--- src/rtl/core/hscf_pkg.sv ---
// ----------------------------------------------------------------------------
// hscf_pkg
// Shared types, constants and defaults of the hodoscope/tracker
// coincidence finder.
// ----------------------------------------------------------------------------
package hscf_pkg;

   localparam int TIME_W = 40;
   localparam int SUM_W  = 41;
   localparam int POS_W  = 16;
   localparam int ADDR_W = 32;
   localparam int CFG_W  = 17;
   localparam int CSR_IDX_W = 3;
   localparam int TRK_W  = TIME_W + 2 * POS_W;
   localparam int RES_W  = 2 * POS_W + TIME_W + SUM_W;
   localparam int QUEUE_DEPTH = 4;

   localparam int MAX_HITS_DEF    = 256;
   localparam int MAX_MATCHES_DEF = 64;

   localparam logic [ADDR_W-1:0] ADDR_FRONT_A = 32'h1000_8002;
   localparam logic [ADDR_W-1:0] ADDR_FRONT_B = 32'h1200_8002;
   localparam logic [ADDR_W-1:0] ADDR_TRK_A   = 32'h1000_8012;
   localparam logic [ADDR_W-1:0] ADDR_TRK_B   = 32'h1200_8012;
   localparam logic [ADDR_W-1:0] ADDR_BACK_A  = 32'h1000_8022;
   localparam logic [ADDR_W-1:0] ADDR_BACK_B  = 32'h1200_8022;

   localparam logic [CSR_IDX_W-1:0] CSR_HODO_START = 3'd0;
   localparam logic [CSR_IDX_W-1:0] CSR_HODO_STOP  = 3'd1;
   localparam logic [CSR_IDX_W-1:0] CSR_STS_START  = 3'd2;
   localparam logic [CSR_IDX_W-1:0] CSR_STS_STOP   = 3'd3;

   localparam logic signed [CFG_W-1:0] HODO_START_RST = -17'sd600;
   localparam logic signed [CFG_W-1:0] HODO_STOP_RST  = 17'sd600;
   localparam logic signed [CFG_W-1:0] STS_START_RST  = -17'sd1000;
   localparam logic signed [CFG_W-1:0] STS_STOP_RST   = 17'sd1000;

   typedef enum logic [1:0] {
      CLS_NONE,
      CLS_FRONT,
      CLS_TRK,
      CLS_BACK
   } cls_type;

   typedef enum logic [3:0] {
      BK_IDLE,
      BK_LOAD,
      BK_INS_RD,
      BK_INS_CMP,
      BK_INS_PUT,
      BK_POST,
      BK_A_RD,
      BK_A_EV,
      BK_B_CHK,
      BK_B_EV,
      BK_S_CHK,
      BK_S_EV,
      BK_EM_START,
      BK_EM_RD,
      BK_EM_LD
   } bk_state_type;

   typedef struct packed {
      logic signed [CFG_W-1:0] hodo_lo;
      logic signed [CFG_W-1:0] hodo_hi;
      logic signed [CFG_W-1:0] sts_lo;
      logic signed [CFG_W-1:0] sts_hi;
   } cfg_type;

   typedef struct packed {
      cls_type                  cls;
      logic                     last;
      logic [TIME_W-1:0]        t;
      logic signed [POS_W-1:0]  x;
      logic signed [POS_W-1:0]  y;
   } q_entry_type;

   typedef struct packed {
      logic                     match_valid;
      logic signed [POS_W-1:0]  match_x;
      logic signed [POS_W-1:0]  match_y;
      logic [TIME_W-1:0]        match_time;
      logic [SUM_W-1:0]         pair_time_sum;
      logic                     overflow_flag;
      logic                     result_last;
   } rsp_payload_type;

endpackage

--- src/rtl/core/hscf_queue.sv ---
// ----------------------------------------------------------------------------
// hscf_queue
// Short FIFO between the classifying front and the sorting/matching back.
// ----------------------------------------------------------------------------
module hscf_queue (
   input  logic                     clock,
   input  logic                     reset,
   input  logic                     push,
   input  hscf_pkg::q_entry_type    push_data,
   input  logic                     pop,
   output logic                     full,
   output logic                     not_empty,
   output hscf_pkg::q_entry_type    head
);

   localparam int PW = $clog2(hscf_pkg::QUEUE_DEPTH);

   hscf_pkg::q_entry_type slot_ff [hscf_pkg::QUEUE_DEPTH];
   logic [PW-1:0] wr_ptr_ff, wr_ptr_in;
   logic [PW-1:0] rd_ptr_ff, rd_ptr_in;
   logic [PW:0]   fill_ff, fill_in;

   assign full      = (fill_ff == (PW+1)'(hscf_pkg::QUEUE_DEPTH));
   assign not_empty = (fill_ff != '0);
   assign head      = slot_ff[rd_ptr_ff];

   always_comb begin
      wr_ptr_in = push ? wr_ptr_ff + 1'b1 : wr_ptr_ff;
      rd_ptr_in = pop  ? rd_ptr_ff + 1'b1 : rd_ptr_ff;
      fill_in   = fill_ff + (PW+1)'(push) - (PW+1)'(pop);
   end

   always_ff @(posedge clock) begin
      if (reset) begin
         wr_ptr_ff <= '0;
         rd_ptr_ff <= '0;
         fill_ff   <= '0;
      end else begin
         wr_ptr_ff <= wr_ptr_in;
         rd_ptr_ff <= rd_ptr_in;
         fill_ff   <= fill_in;
      end
   end

   always_ff @(posedge clock) begin
      if (push) begin
         slot_ff[wr_ptr_ff] <= push_data;
      end
   end

endmodule

--- config.mk ---
export PLATFORM = sky130hd
export DESIGN_NAME = hscf_queue
export DESIGN_NICKNAME = d
export VERILOG_FILES = /design/src/rtl/core/hscf_pkg.sv /design/src/rtl/core/hscf_queue.sv
export SDC_FILE = /design/constraint.sdc
export NUM_CORES = 1
export LEC_CHECK = 0
export ABC_CLOCK_PERIOD_IN_PS = 3800
export BUFFER_PORTS_ARGS = -buffer_cell sky130_fd_sc_hd__buf_2
export CAP_MARGIN = 10
export CORE_AREA = 5 5 175 135
export CTS_CLUSTER_DIAMETER = 200
export DETAILED_ROUTE_END_ITERATION = 7
export DIE_AREA = 0 0 180 140
export MAX_ROUTING_LAYER = met4
export PLACE_DENSITY = 0.73
export SYNTH_ARGS = -nofsm -noshare
export SYNTH_HDL_FRONTEND = slang
export SYNTH_SLANG_ARGS = --single-unit
--- constraint.sdc ---
create_clock -name clock -period 3.8 [get_ports clock]
set_input_delay 0.19 -clock clock [delete_from_list [all_inputs] [get_ports clock]]
set_output_delay 0.19 -clock clock [all_outputs]
set_load 0.01 [all_outputs]
==> results_dict.tcl <==
set metrics [dict create \
    power_w 0.00752 \
    p_leak_nw 4.83 \
    worstSetupEndpointType "output port" \
    antenna_found_initial 1 \
    rsz0062_at_grt "false" \
    whs_path_depth 3 \
    setup_viol 0 \
    ys_types 21 \
    grt_pass1_vias 5894 \
    hold_path_class "in2reg" \
    root_buffer "clkbuf_16" \
    synthTopCellsByArea "edfxtp_1 (80%), mux4_2 (15%), dfxtp_1 (1.6%)" \
    die_w_um 180 \
    clk_path_buf_depth 3 \
    cp-start-kind "register" \
    avgViaCountPerCell 5.37 \
    synth_top_family_by_area "multiplexers" \
    holdPathEnd "wr_ptr_ff[0]" \
    n_fill_cell 1398 \
    gp_congestion 0.717 \
    globalRouteOverflowTotal 0 \
    clk_latency_ps 520 \
    timing.rr.start "wr_ptr_ff[0]" \
    synth_adder_area_share_pct 0.845 \
    synth_top_area_cell "edfxtp_1" \
    min_from "push" \
    place_ws_ps 1660 \
    dpl-instance-area_mm2 0.0124 \
    synth_top_area_share_pct 80.0 \
    p_per_area_mw_per_mm2 534 \
    path_cells "buf_4 -> mux4_2 -> buf_2" \
    cp_data_required_time_ps 3610 \
    synthTopCellsByCount "edfxtp_1 (300), mux4_2 (75), dfxtp_1 (9)" \
    synth_cells 433 \
    synth-compound-area-share_pct 0.133 \
    relSlewSlack_pct 25.2 \
    core_area_mm2 0.0217 \
    initial_utilization_pct 51.9 \
    drt-total-wl_mm 21.4 \
    num_vias 5393 \
    finClkSkew_ps 6.13 \
    reg2reg_slack_ps 1860 \
    wl_per_cell_um 21.3 \
    muxShareOfSynthArea_pct 15.1 \
    synth_edf_count 300 \
    dp_hpwl_mm 12.8 \
    ys_async_sr_fraction_pct 0 \
    fin_ws_ps 1190 \
    nets 777 \
    syn_avg_cell_area_um2 26.0 \
    finalSetupTns_ps 0 \
    syn_to_final_growth_pct 25.2 \
    fin_util_pct 64.9 \
    ys.flop_type "edfxtp_1" \
    post-route-period-util_pct 68.6 \
    seq_area_frac_synth_pct 81.6 \
    ys_ff_latch 309 \
    yosysMostFrequentCell "edfxtp_1" \
    io_pins 156 \
    die_area_mm2 0.0252 \
    drive_above_1_share_pct 40.5 \
    synth_nets 519 \
    cp_slowest_stage_delay_ps 780 \
    cts.sinks 309 \
    die_h_um 140 \
    r2r-end "slot_ff[1][36]" \
    synth_xor_area_share_pct 0.367 \
    path_max_fanout 31 \
    worst_pin_slew_ps 1120 \
    crit_type "reg2out" \
    post-route-min-period_ps 2610 \
    crit_slowest_cell "dfxtp_4" \
    clkTransAtPathRegs_ps 60 \
    slew_viol_final 0 \
    grt_use_total_pct 17.6 \
    syn_area_mm2 0.0113 \
    peakVddDrop_v 0.000341 \
    drc 0 \
    first_pass_iters 4 \
    arrival_ps 2420 \
    synth-simple-area-share_pct 0.678 \
    r2r_cells 3 \
    hold_viol_final 0 \
    max-cap-violations 0 \
    dr.first_iter.drc_count 351 \
    grt_max_degree 76 \
    rows 47 \
    status "finished clean" \
    path_buf_inv 2 \
    tritoncts "yes" \
    grt_first_pass_wirelength_mm 33.7 \
    antenna_left 0 \
    fmax_ghz 0.383 \
    cts_buffers 29 \
    stdcell_area_mm2 0.0141 \
    synth_warnings 0 \
    htreeDepth 1 \
    port_buffers 155 \
    critPathTopFamily "flip-flops" \
]
-- placed cells by master (no fill, tap or decap), types with 4 or more instances in the layout --
cell	instances
ha_1	6
dfxtp_1	7
clkbuf_16	29
buf_4	9
and2_4	4
bufinv_16	4
mux4_2	75
nor2_1	5
buf_2	155
dlygate4sd3_1	78
inv_1	6
edfxtp_1	300
clkinv_2	6
clkinv_1	7
-- worst max path at each step --
| stage | start | endpoint | slack (ps) | cells past startpoint |
|---|---|---|---|---|
| floorplan | wr_ptr_ff[0] | slot_ff[0][0] | 1060 | 3 |
| global placement | register | head[18] | 1680 | 3 |
| detailed placement | register | head[34] | 1660 | 3 |
| CTS | register | head[34] | 1080 | 3 |
| global route | register | head[34] | 980 | 3 |
| finish | register | head[34] | 1190 | 3 |
-- state kept, by name (all words and copies together) (netlist names), named ones only --
register	flops
fill_ff	3
slot_ff	300
wr_ptr_ff	2
rd_ptr_ff	2
-- cells by family (layout without fill, tap and decap cells) --
family / count (synthesis) / after routing
XOR/XNOR: 3 / 3
flip-flops: 309 / 309
AO/OA/AOI/OAI: 2 / 2
adder cells (fa/ha/maj): 7 / 7
buffers and inverters: 22 / 298
other: 0 / 2
multiplexers: 76 / 76
AND/OR/NAND/NOR: 14 / 14
-- repair_timing --
action                                 CTS  global route
gates resized for setup                  0             0
setup buffers                            0             0
hold buffers                            78             0
endpoints found under the hold margin  309             0
-- report_power, final --
part           internal [W]  leakage, nW  switching, W  total, W
combinational      0.000388         1.54      0.000364  0.000752
clock               0.00165        0.451       0.00112   0.00277
sequential          0.00392         2.83     0.0000834   0.00400
total               0.00595         4.83       0.00157   0.00752
-- worst reg2reg max path: stages, from the launching register on --
cell	delay, ps
dfxtp_1	410
ha_1	180
and2_4	550
buf_4	460
-- cell type report --
class                   instances  area (µm²)  share of cell area (%)
flip-flops and latches        309        9200                    65.3
repair buffers                243        1640                    11.7
clock inverters                18         184                    1.31
clock buffers                  31         733                    5.20
multi-input cells             102        1940                    13.7
inverters                       6        22.5                   0.160
well taps                     294         368                    2.61
diodes                          2        5.00                  0.0355
-- layer usage --
layer	track usage (%)	wire, µm	up-vias
met5	-	0	-
met3	4.95	1520	23
met1	23.3	8970	2818
met4	2.73	268	0
li1	-	-	2369
met2	28.5	10700	183
-- per-stage QoR --
step / std cells / hold WS, ps
6_report: 1005 / 70.5
5_1_grt: 1004 / 60.3
4_1_cts: 1003 / 32.6
3_5_place_dp: 876 / 406
3_3_place_gp: 876 / 398
2_1_floorplan: 433 / 262
(Power assumes the default switching activity.)
