`src/rtl/core/hscf_pkg.sv`:
```
// ----------------------------------------------------------------------------
// hscf_pkg
// Shared types, constants and defaults of the hodoscope/tracker
// coincidence finder.
// ----------------------------------------------------------------------------
package hscf_pkg;

   localparam int TIME_W = 40;
   localparam int SUM_W  = 41;
   localparam int POS_W  = 16;
   localparam int ADDR_W = 32;
   localparam int CFG_W  = 17;
   localparam int CSR_IDX_W = 3;
   localparam int TRK_W  = TIME_W + 2 * POS_W;
   localparam int RES_W  = 2 * POS_W + TIME_W + SUM_W;
   localparam int QUEUE_DEPTH = 4;

   localparam int MAX_HITS_DEF    = 256;
   localparam int MAX_MATCHES_DEF = 64;

   localparam logic [ADDR_W-1:0] ADDR_FRONT_A = 32'h1000_8002;
   localparam logic [ADDR_W-1:0] ADDR_FRONT_B = 32'h1200_8002;
   localparam logic [ADDR_W-1:0] ADDR_TRK_A   = 32'h1000_8012;
   localparam logic [ADDR_W-1:0] ADDR_TRK_B   = 32'h1200_8012;
   localparam logic [ADDR_W-1:0] ADDR_BACK_A  = 32'h1000_8022;
   localparam logic [ADDR_W-1:0] ADDR_BACK_B  = 32'h1200_8022;

   localparam logic [CSR_IDX_W-1:0] CSR_HODO_START = 3'd0;
   localparam logic [CSR_IDX_W-1:0] CSR_HODO_STOP  = 3'd1;
   localparam logic [CSR_IDX_W-1:0] CSR_STS_START  = 3'd2;
   localparam logic [CSR_IDX_W-1:0] CSR_STS_STOP   = 3'd3;

   localparam logic signed [CFG_W-1:0] HODO_START_RST = -17'sd600;
   localparam logic signed [CFG_W-1:0] HODO_STOP_RST  = 17'sd600;
   localparam logic signed [CFG_W-1:0] STS_START_RST  = -17'sd1000;
   localparam logic signed [CFG_W-1:0] STS_STOP_RST   = 17'sd1000;

   typedef enum logic [1:0] {
      CLS_NONE,
      CLS_FRONT,
      CLS_TRK,
      CLS_BACK
   } cls_type;

   typedef enum logic [3:0] {
      BK_IDLE,
      BK_LOAD,
      BK_INS_RD,
      BK_INS_CMP,
      BK_INS_PUT,
      BK_POST,
      BK_A_RD,
      BK_A_EV,
      BK_B_CHK,
      BK_B_EV,
      BK_S_CHK,
      BK_S_EV,
      BK_EM_START,
      BK_EM_RD,
      BK_EM_LD
   } bk_state_type;

   typedef struct packed {
      logic signed [CFG_W-1:0] hodo_lo;
      logic signed [CFG_W-1:0] hodo_hi;
      logic signed [CFG_W-1:0] sts_lo;
      logic signed [CFG_W-1:0] sts_hi;
   } cfg_type;

   typedef struct packed {
      cls_type                  cls;
      logic                     last;
      logic [TIME_W-1:0]        t;
      logic signed [POS_W-1:0]  x;
      logic signed [POS_W-1:0]  y;
   } q_entry_type;

   typedef struct packed {
      logic                     match_valid;
      logic signed [POS_W-1:0]  match_x;
      logic signed [POS_W-1:0]  match_y;
      logic [TIME_W-1:0]        match_time;
      logic [SUM_W-1:0]         pair_time_sum;
      logic                     overflow_flag;
      logic                     result_last;
   } rsp_payload_type;

endpackage

```
`src/rtl/core/hscf_req_if.sv`:
```
// ----------------------------------------------------------------------------
// hscf_req_if
// Request channel: one hit or slice-closing marker per request.
// ----------------------------------------------------------------------------
interface hscf_req_if;
   logic                                       valid;
   logic                                       ready;
   logic                                       hit_present;
   logic [hscf_pkg::ADDR_W-1:0]                hit_address;
   logic [hscf_pkg::TIME_W-1:0]                hit_time;
   logic signed [hscf_pkg::POS_W-1:0]          hit_x;
   logic signed [hscf_pkg::POS_W-1:0]          hit_y;
   logic                                       slice_last;

   modport source (output valid, hit_present, hit_address, hit_time, hit_x, hit_y,
                   slice_last, input ready);
   modport sink   (input valid, hit_present, hit_address, hit_time, hit_x, hit_y,
                   slice_last, output ready);
endinterface


```
`src/rtl/core/hscf_front.sv`:
```
// ----------------------------------------------------------------------------
// hscf_front
// Classify each request by address and push it to the work queue.
// ----------------------------------------------------------------------------
module hscf_front (
   hscf_req_if.sink                 req_chan,
   input  logic                     q_full,
   output logic                     q_push,
   output hscf_pkg::q_entry_type    q_entry
);

   hscf_pkg::cls_type cls;

   always_comb begin
      cls = hscf_pkg::CLS_NONE;
      if (req_chan.hit_present) begin
         if (req_chan.hit_address == hscf_pkg::ADDR_FRONT_A ||
             req_chan.hit_address == hscf_pkg::ADDR_FRONT_B) begin
            cls = hscf_pkg::CLS_FRONT;
         end else if (req_chan.hit_address == hscf_pkg::ADDR_TRK_A ||
                      req_chan.hit_address == hscf_pkg::ADDR_TRK_B) begin
            cls = hscf_pkg::CLS_TRK;
         end else if (req_chan.hit_address == hscf_pkg::ADDR_BACK_A ||
                      req_chan.hit_address == hscf_pkg::ADDR_BACK_B) begin
            cls = hscf_pkg::CLS_BACK;
         end
      end
   end

   assign req_chan.ready = !q_full;

   // drop requests that neither store a hit nor close the slice
   assign q_push = req_chan.valid && !q_full &&
                   (req_chan.slice_last || cls != hscf_pkg::CLS_NONE);

   assign q_entry.cls  = cls;
   assign q_entry.last = req_chan.slice_last;
   assign q_entry.t    = req_chan.hit_time;
   assign q_entry.x    = req_chan.hit_x;
   assign q_entry.y    = req_chan.hit_y;

endmodule

```
`src/flat_wrapper.sv`:
```
// flat-port wrapper written by rule: the top's interface ports become plain ports
module hscf_front_flat 
  (q_full, q_push, q_entry, req_chan_valid, req_chan_hit_present, req_chan_hit_address, req_chan_hit_time, req_chan_hit_x, req_chan_hit_y, req_chan_slice_last, req_chan_ready);
  hscf_req_if req_chan_i ();
  input  logic q_full;
  output logic q_push;
  output hscf_pkg::q_entry_type q_entry;
  input wire logic [$bits(req_chan_i.valid)-1:0] req_chan_valid;
  input wire logic [$bits(req_chan_i.hit_present)-1:0] req_chan_hit_present;
  input wire logic [$bits(req_chan_i.hit_address)-1:0] req_chan_hit_address;
  input wire logic [$bits(req_chan_i.hit_time)-1:0] req_chan_hit_time;
  input wire logic [$bits(req_chan_i.hit_x)-1:0] req_chan_hit_x;
  input wire logic [$bits(req_chan_i.hit_y)-1:0] req_chan_hit_y;
  input wire logic [$bits(req_chan_i.slice_last)-1:0] req_chan_slice_last;
  output wire logic [$bits(req_chan_i.ready)-1:0] req_chan_ready;
  assign req_chan_i.valid = req_chan_valid;
  assign req_chan_i.hit_present = req_chan_hit_present;
  assign req_chan_i.hit_address = req_chan_hit_address;
  assign req_chan_i.hit_time = req_chan_hit_time;
  assign req_chan_i.hit_x = req_chan_hit_x;
  assign req_chan_i.hit_y = req_chan_hit_y;
  assign req_chan_i.slice_last = req_chan_slice_last;
  assign req_chan_ready = req_chan_i.ready;
  hscf_front u_core (.req_chan(req_chan_i), .q_full(q_full), .q_push(q_push), .q_entry(q_entry));
endmodule
```
`config.mk`:
```
export PLATFORM = sky130hd
export DESIGN_NAME = hscf_front_flat
export DESIGN_NICKNAME = d
export VERILOG_FILES = /design/src/rtl/core/hscf_pkg.sv /design/src/rtl/core/hscf_req_if.sv /design/src/rtl/core/hscf_front.sv /design/src/flat_wrapper.sv
export SDC_FILE = /design/constraint.sdc
export NUM_CORES = 1
export LEC_CHECK = 0
export BUFFER_PORTS_ARGS = -buffer_cell sky130_fd_sc_hd__buf_2
export CAP_MARGIN = 20
export CORE_AREA = 2 2 72 74
export DETAILED_ROUTE_END_ITERATION = 10
export DIE_AREA = 0 0 74 76
export SETUP_SLACK_MARGIN = 0.5
export SYNTH_ARGS = -nofsm -noshare
export SYNTH_HDL_FRONTEND = slang
export SYNTH_SLANG_ARGS = --single-unit
```
`constraint.sdc`:
```
create_clock -name vclk -period 1
set_input_delay 0.05 -clock vclk [all_inputs]
set_output_delay 0.05 -clock vclk [all_outputs]
set_load 0.05 [all_outputs]
```
==> results.tsv, run 1 <==
metric	value	unit
fin_crit_sh	136.6	%
dp_slack	-0.5038	ns
critPathArrivalTime	1.32	ns
postSynthAreaPerCell	7.617	um^2
postCtsSetupBuffers	0	
yosysSeqAreaShare	0	%
crit_fanout	3	
grt_pass1_wl	1787	um
drive_gt1_share	82.76	%
startpoint	req_chan_hit_address[23]	
swShare	46.71	%
wl_per_cell	11.90	um
layout_common_cells	34 x buf_2, 4 x buf_6, 2 x nor4_1, 2 x nor2_4, 2 x inv_1	
worstSetupPathType	in2out	
power.total	0.1385	mW
violations	negative setup slack	
dr.pass1.iters	2	
synth_warnings	0	
grt_max_degree	4	
fin_hold_ws	0.1000	ns
drt_iter0_markers	3	
top_usage_layer	met4	
start_util	14.11	%
combPwrFrac	100.0	%
internal_power	0.07381	mW
regArea	0	um^2
hp-class	in2out	
port_buffers	40	
synth_compound_area_share	2.347	%
grt_overflow	0	
nClkBuffers	0	
grt_usage	4.078	%
met3_usage	3.439	%
synthXorXnorAreaFrac	1.264	%
relSlewSlack	78.05	%
synth.distinct_cells	16	
die_x	74	um
dpl.hpwl	1302	um
antenna_cells	0	
die_y	76	um
postRouteAntennaNets	0	
crit_path_end	q_push	
clockPowerShare	0	%
route.detailed.drc	0	
vias	408	
rsz0062_at_grt	yes	
seq_cell_count	0	
max_freq	0.7322	GHz
vdd_drop_max	0.05702	mV
hold_viol	0	
synth_top_family_by_area	buffers and inverters	
final_common_cell	buf_2	
synthAdderAreaFrac	0	%
postCtsHoldBufs	0	
finalWirelength	1523	um
muxShareOfSynthArea	0	%
grtUsageMet2	6.875	%
dpl_cell_area	455.4	um^2
setup_viol	3	
grt_pass1_vias	423	
syn_area	693.2	um^2
slew_viol_final	0	
final_nets	168	
postLayoutSetupSlackWorst	-0.3658	ns
fin_crit	1.366	ns
place_congestion	0.4930	
synth_nets	199	
final_area	508.0	um^2
p_sw	0.06471	mW
worst_pin_slew	0.3283	ns
cap_violations	0	
worstSetupEndpointType	output pin	
crit_required	0.95	ns
syn_inst	91	
outcome	finished with violations	
p_seq_share	0	%
area_growth	-26.71	%
grtUsageMet1	0.7194	%
p_leak	0.2254	nW
num_rows	26	
io_pins	185	
start_kind	primary input	
p_per_area	272.7	nW/um^2
core	4912	um^2
fin_util	10.34	%
dieArea	5624	um^2
antenna_found_initial	0	
synthSimpleGateAreaFrac	16.25	%
vias_per_cell	3.188	
[area by class of cell]
type | instances | area (um^2)
Inverter | 2 | 7.507
Multi-Input combinational cell | 16 | 175.2
Fill cell | 554 | 4404
Tap cell | 70 | 87.58
Timing Repair Buffer | 40 | 237.7
[power by group through the flow]
stage	logic, mW	registers (mW)	clock network, mW
floorplan	0.825	0	0
global placement	0.128	0	0
detailed placement	0.128	0	0
CTS	0.140	0	0
global route	0.150	0	0
finish	0.139	0	0
[how the worst min path moves through the flow]
stage,from,to,cells after the start
after CTS,req_chan_hit_y[12],q_entry[12],0
after global routing,req_chan_hit_time[23],q_entry[55],0
final,req_chan_hit_time[2],q_entry[34],0
after floorplan,req_chan_hit_address[4],q_entry[73],1
after global placement,req_chan_hit_y[12],q_entry[12],0
after detailed placement,req_chan_hit_y[12],q_entry[12],0
[worst max-delay path, stage by stage]
cell     delay [ns]
buf_6          0.09
or4_4          0.53
nor3_4         0.15
nand4_4        0.16
a21oi_4        0.17
buf_6          0.17
[metrics by stage]
stage	instances	TNS, ns
6_report	128	-1.024
4_1_cts	128	-1.026
2_1_floorplan	91	-0.8729
3_5_place_dp	128	-1.445
5_1_grt	128	-1.162
3_3_place_gp	128	-1.406
[routing by layer]
| layer | vias up | part of all wire [%] |
|---|---|---|
| li1 | 154 | - |
| met5 | - | 0 |
| met3 | 38 | 27 |
| met2 | 68 | 36 |
| met4 | 0 | 17 |
| met1 | 148 | 20 |
[cells in the mapped netlist (all sizes together)]
| cell type | n | share of area [%] |
|---|---|---|
| a21oi | 1 | 1.3 |
| nor3 | 1 | 1.4 |
| nand4 | 1 | 1.8 |
| or4 | 1 | 1.6 |
| nor4 | 3 | 3.6 |
| nor4bb | 1 | 1.4 |
| nand2 | 1 | 0.54 |
| buf | 73 | 79 |
| o211ai | 1 | 1.1 |
| and4 | 1 | 1.3 |
| inv | 2 | 1.1 |
| nor4b | 2 | 3.4 |
| xnor2 | 1 | 1.3 |
| nor2 | 2 | 1.1 |
[cells by family (layout without fill, tap and decap cells)]
kind of cell    count (synthesis)  in the layout
buf+inv                        75             42
xor+xnor                        1              1
simple gates                   13             13
compound gates                  2              2
[what timing repair did]
item / in CTS / in global routing
pin swaps: 1 / 1
resized for setup: 11 / 1
endpoints found under the hold margin: 0 / 0
endpoints found under the setup margin: 4 / 3
Note: power is estimated with default switching activity, not from simulation.
==> run 2: changes to the inputs <==
- CELL_PAD_IN_SITES_DETAIL_PLACEMENT: default -> 0
- CELL_PAD_IN_SITES_GLOBAL_PLACEMENT: default -> 1
- CORE_AREA: 2 2 72 74 -> 2 2 116 62
- DIE_AREA: 0 0 74 76 -> 0 0 118 64
- PLACE_DENSITY_LB_ADDON: default -> 0.1
- clock period: 1 -> 1.75 ns (I/O delays scaled with it)
==> run 2 against run 1 <==
Effect of this change: the flow now finishes without violations; first-iteration DRC count is 33% lower; die area grew 34%; largest power group unchanged; cell count grew 17%; worst setup slack improved by 0.64 ns; non-clock buffer count is the same; worst hold slack improved by 0.075 ns; critical path depth did not move; flip-flop and latch count stayed put.
==> results.tsv, run 2 (synthesis gave the netlist of run 1 again) <==
metric	value	unit	change
dr.pass1.iters	2		unchanged
regArea	0	um^2	unchanged
wl_per_cell	8.653	um	-27%
setup_viol	0		-3
nClkBuffers	0		unchanged
worstSetupEndpointType	output pin		
p_seq_share	0	%	unchanged
core	6490	um^2	+32%
drive_gt1_share	84.48	%	+1.7 points
setup-tns-final	0	ns	+1.024 ns
relSlewSlack	78.39	%	+0.34 points
final_nets	168		unchanged
place_congestion	0.6414		+30%
finalWirelength	1298	um	-15%
fin_crit	1.472	ns	
rsz0062_at_grt	yes		
place_inst	150		+17%
vias_per_cell	2.573		-19%
power.total	0.07638	mW	-45%
seq_cell_count	0		unchanged
grt_pass1_wl	1876	um	+5.0%
fillers	775		+40%
die_x	118	um	+59%
route.detailed.drc	0		unchanged
layout_common_cells	36 x buf_2, 3 x buf_6, 2 x nor4_2, 2 x nor2_4, 2 x inv_1		
antenna_found_initial	0		unchanged
start_kind	primary input		
drt_iter0_markers	2		-1
vdd_drop_max	0.01516	mV	-73%
dp_slack	0.08332	ns	+0.5872 ns
worstSetupPathType	in2out		
postRouteAntennaNets	0		unchanged
postCtsSetupBuffers	0		unchanged
cap_violations	0		unchanged
swShare	47.16	%	+0.44 points
fin_crit_sh	84.11	%	
grt_pass1_vias	356		-16%
die_y	64	um	-16%
p_leak	0.2236	nW	-0.79%
crit_required	1.66	ns	+0.71 ns
p_per_area	143.3	nW/um^2	-47%
num_rows	21		-19%
outcome	completed		
grt_overflow	0		unchanged
hold_viol	0		unchanged
p_sw	0.03602	mW	-44%
start_util	10.68	%	-3.4 points
worst_pin_slew	0.3214	ns	-0.006890 ns
grt_usage	2.986	%	-1.1 points
clockPowerShare	0	%	unchanged
antenna_cells	0		unchanged
io_pins	185		unchanged
area_growth	-23.10	%	
dpl.hpwl	1144	um	-12%
combPwrFrac	100.0	%	about the same
port_buffers	40		unchanged
internal_power	0.04036	mW	-45%
final_common_cell	buf_2		
grt_max_degree	4		unchanged
vias	386		-5.4%
dieArea	7552	um^2	+34%
slew_viol_final	0		unchanged
max_freq	0.6794	GHz	
critPathArrivalTime	1.38	ns	+0.06 ns
layoutNonFillerInstCount	150		+17%
crit_fanout	3		unchanged
multiInputGateArea	181.4	um^2	+3.6%
hp-class	in2out		
postLayoutSetupSlackWorst	0.2780	ns	+0.6438 ns
-- run 2: cell counts in the layout (fill, tap and decap cells not counted) --
Identical to the previous run, type by type.
-- run 2: worst max-delay path: stages --
cell and delay [ns]:
buf_6 0.09, or4_4 0.53, nor3_4 0.17, nand4_4 0.17
a21oi_4 0.17, buf_6 0.17
-- run 2: metrics by stage --
stage / instance area [um^2] / util (%) / hold WS (ns)
after floorplan: 715.7 / - / 0.2338
after global placement: 483.0 / 7.442 / 0.1753
after detailed placement: 483.0 / 7.442 / 0.1753
after CTS: 526.8 / 8.116 / 0.1753
after global routing: 533.0 / 8.213 / 0.1751
final: 533.0 / 8.213 / 0.1750
-- run 2: final timing paths --
path,from,end,slack [ns],depth (start not counted)
max,req_chan_hit_address[23],q_push,0.28,6
min,req_chan_hit_time[11],q_entry[43],0.18,0
-- run 2: what timing repair did --
item	CTS	global route
pin swaps	2	1
setup endpoints to repair	3	3
gates resized for setup	10	1
hold buffers	0	0
-- run 2: power by group through the flow --
stage          registers [mW]  logic, mW  clock network [mW]
2_1_floorplan               0      0.471                   0
3_3_place_gp                0     0.0728                   0
5_1_grt                     0     0.0823                   0
3_5_place_dp                0     0.0717                   0
6_report                    0     0.0764                   0
4_1_cts                     0     0.0763                   0
-- run 2: final cells by class --
cell class	count	area share [%]
Timing Repair Buffer	40	42.96
Inverter	2	1.408
Tap cell	92	21.60
Multi-Input combinational cell	16	34.04
-- run 2: routing by layer --
layer	up-vias	share of wire, %	wire (um)	track usage, %
met3	22	19	241	2.500
met2	41	40	514	3.488
li1	154	-	-	-
met1	169	37	478	3.286
met4	0	4.9	63	2.560
met5	-	0	0	0
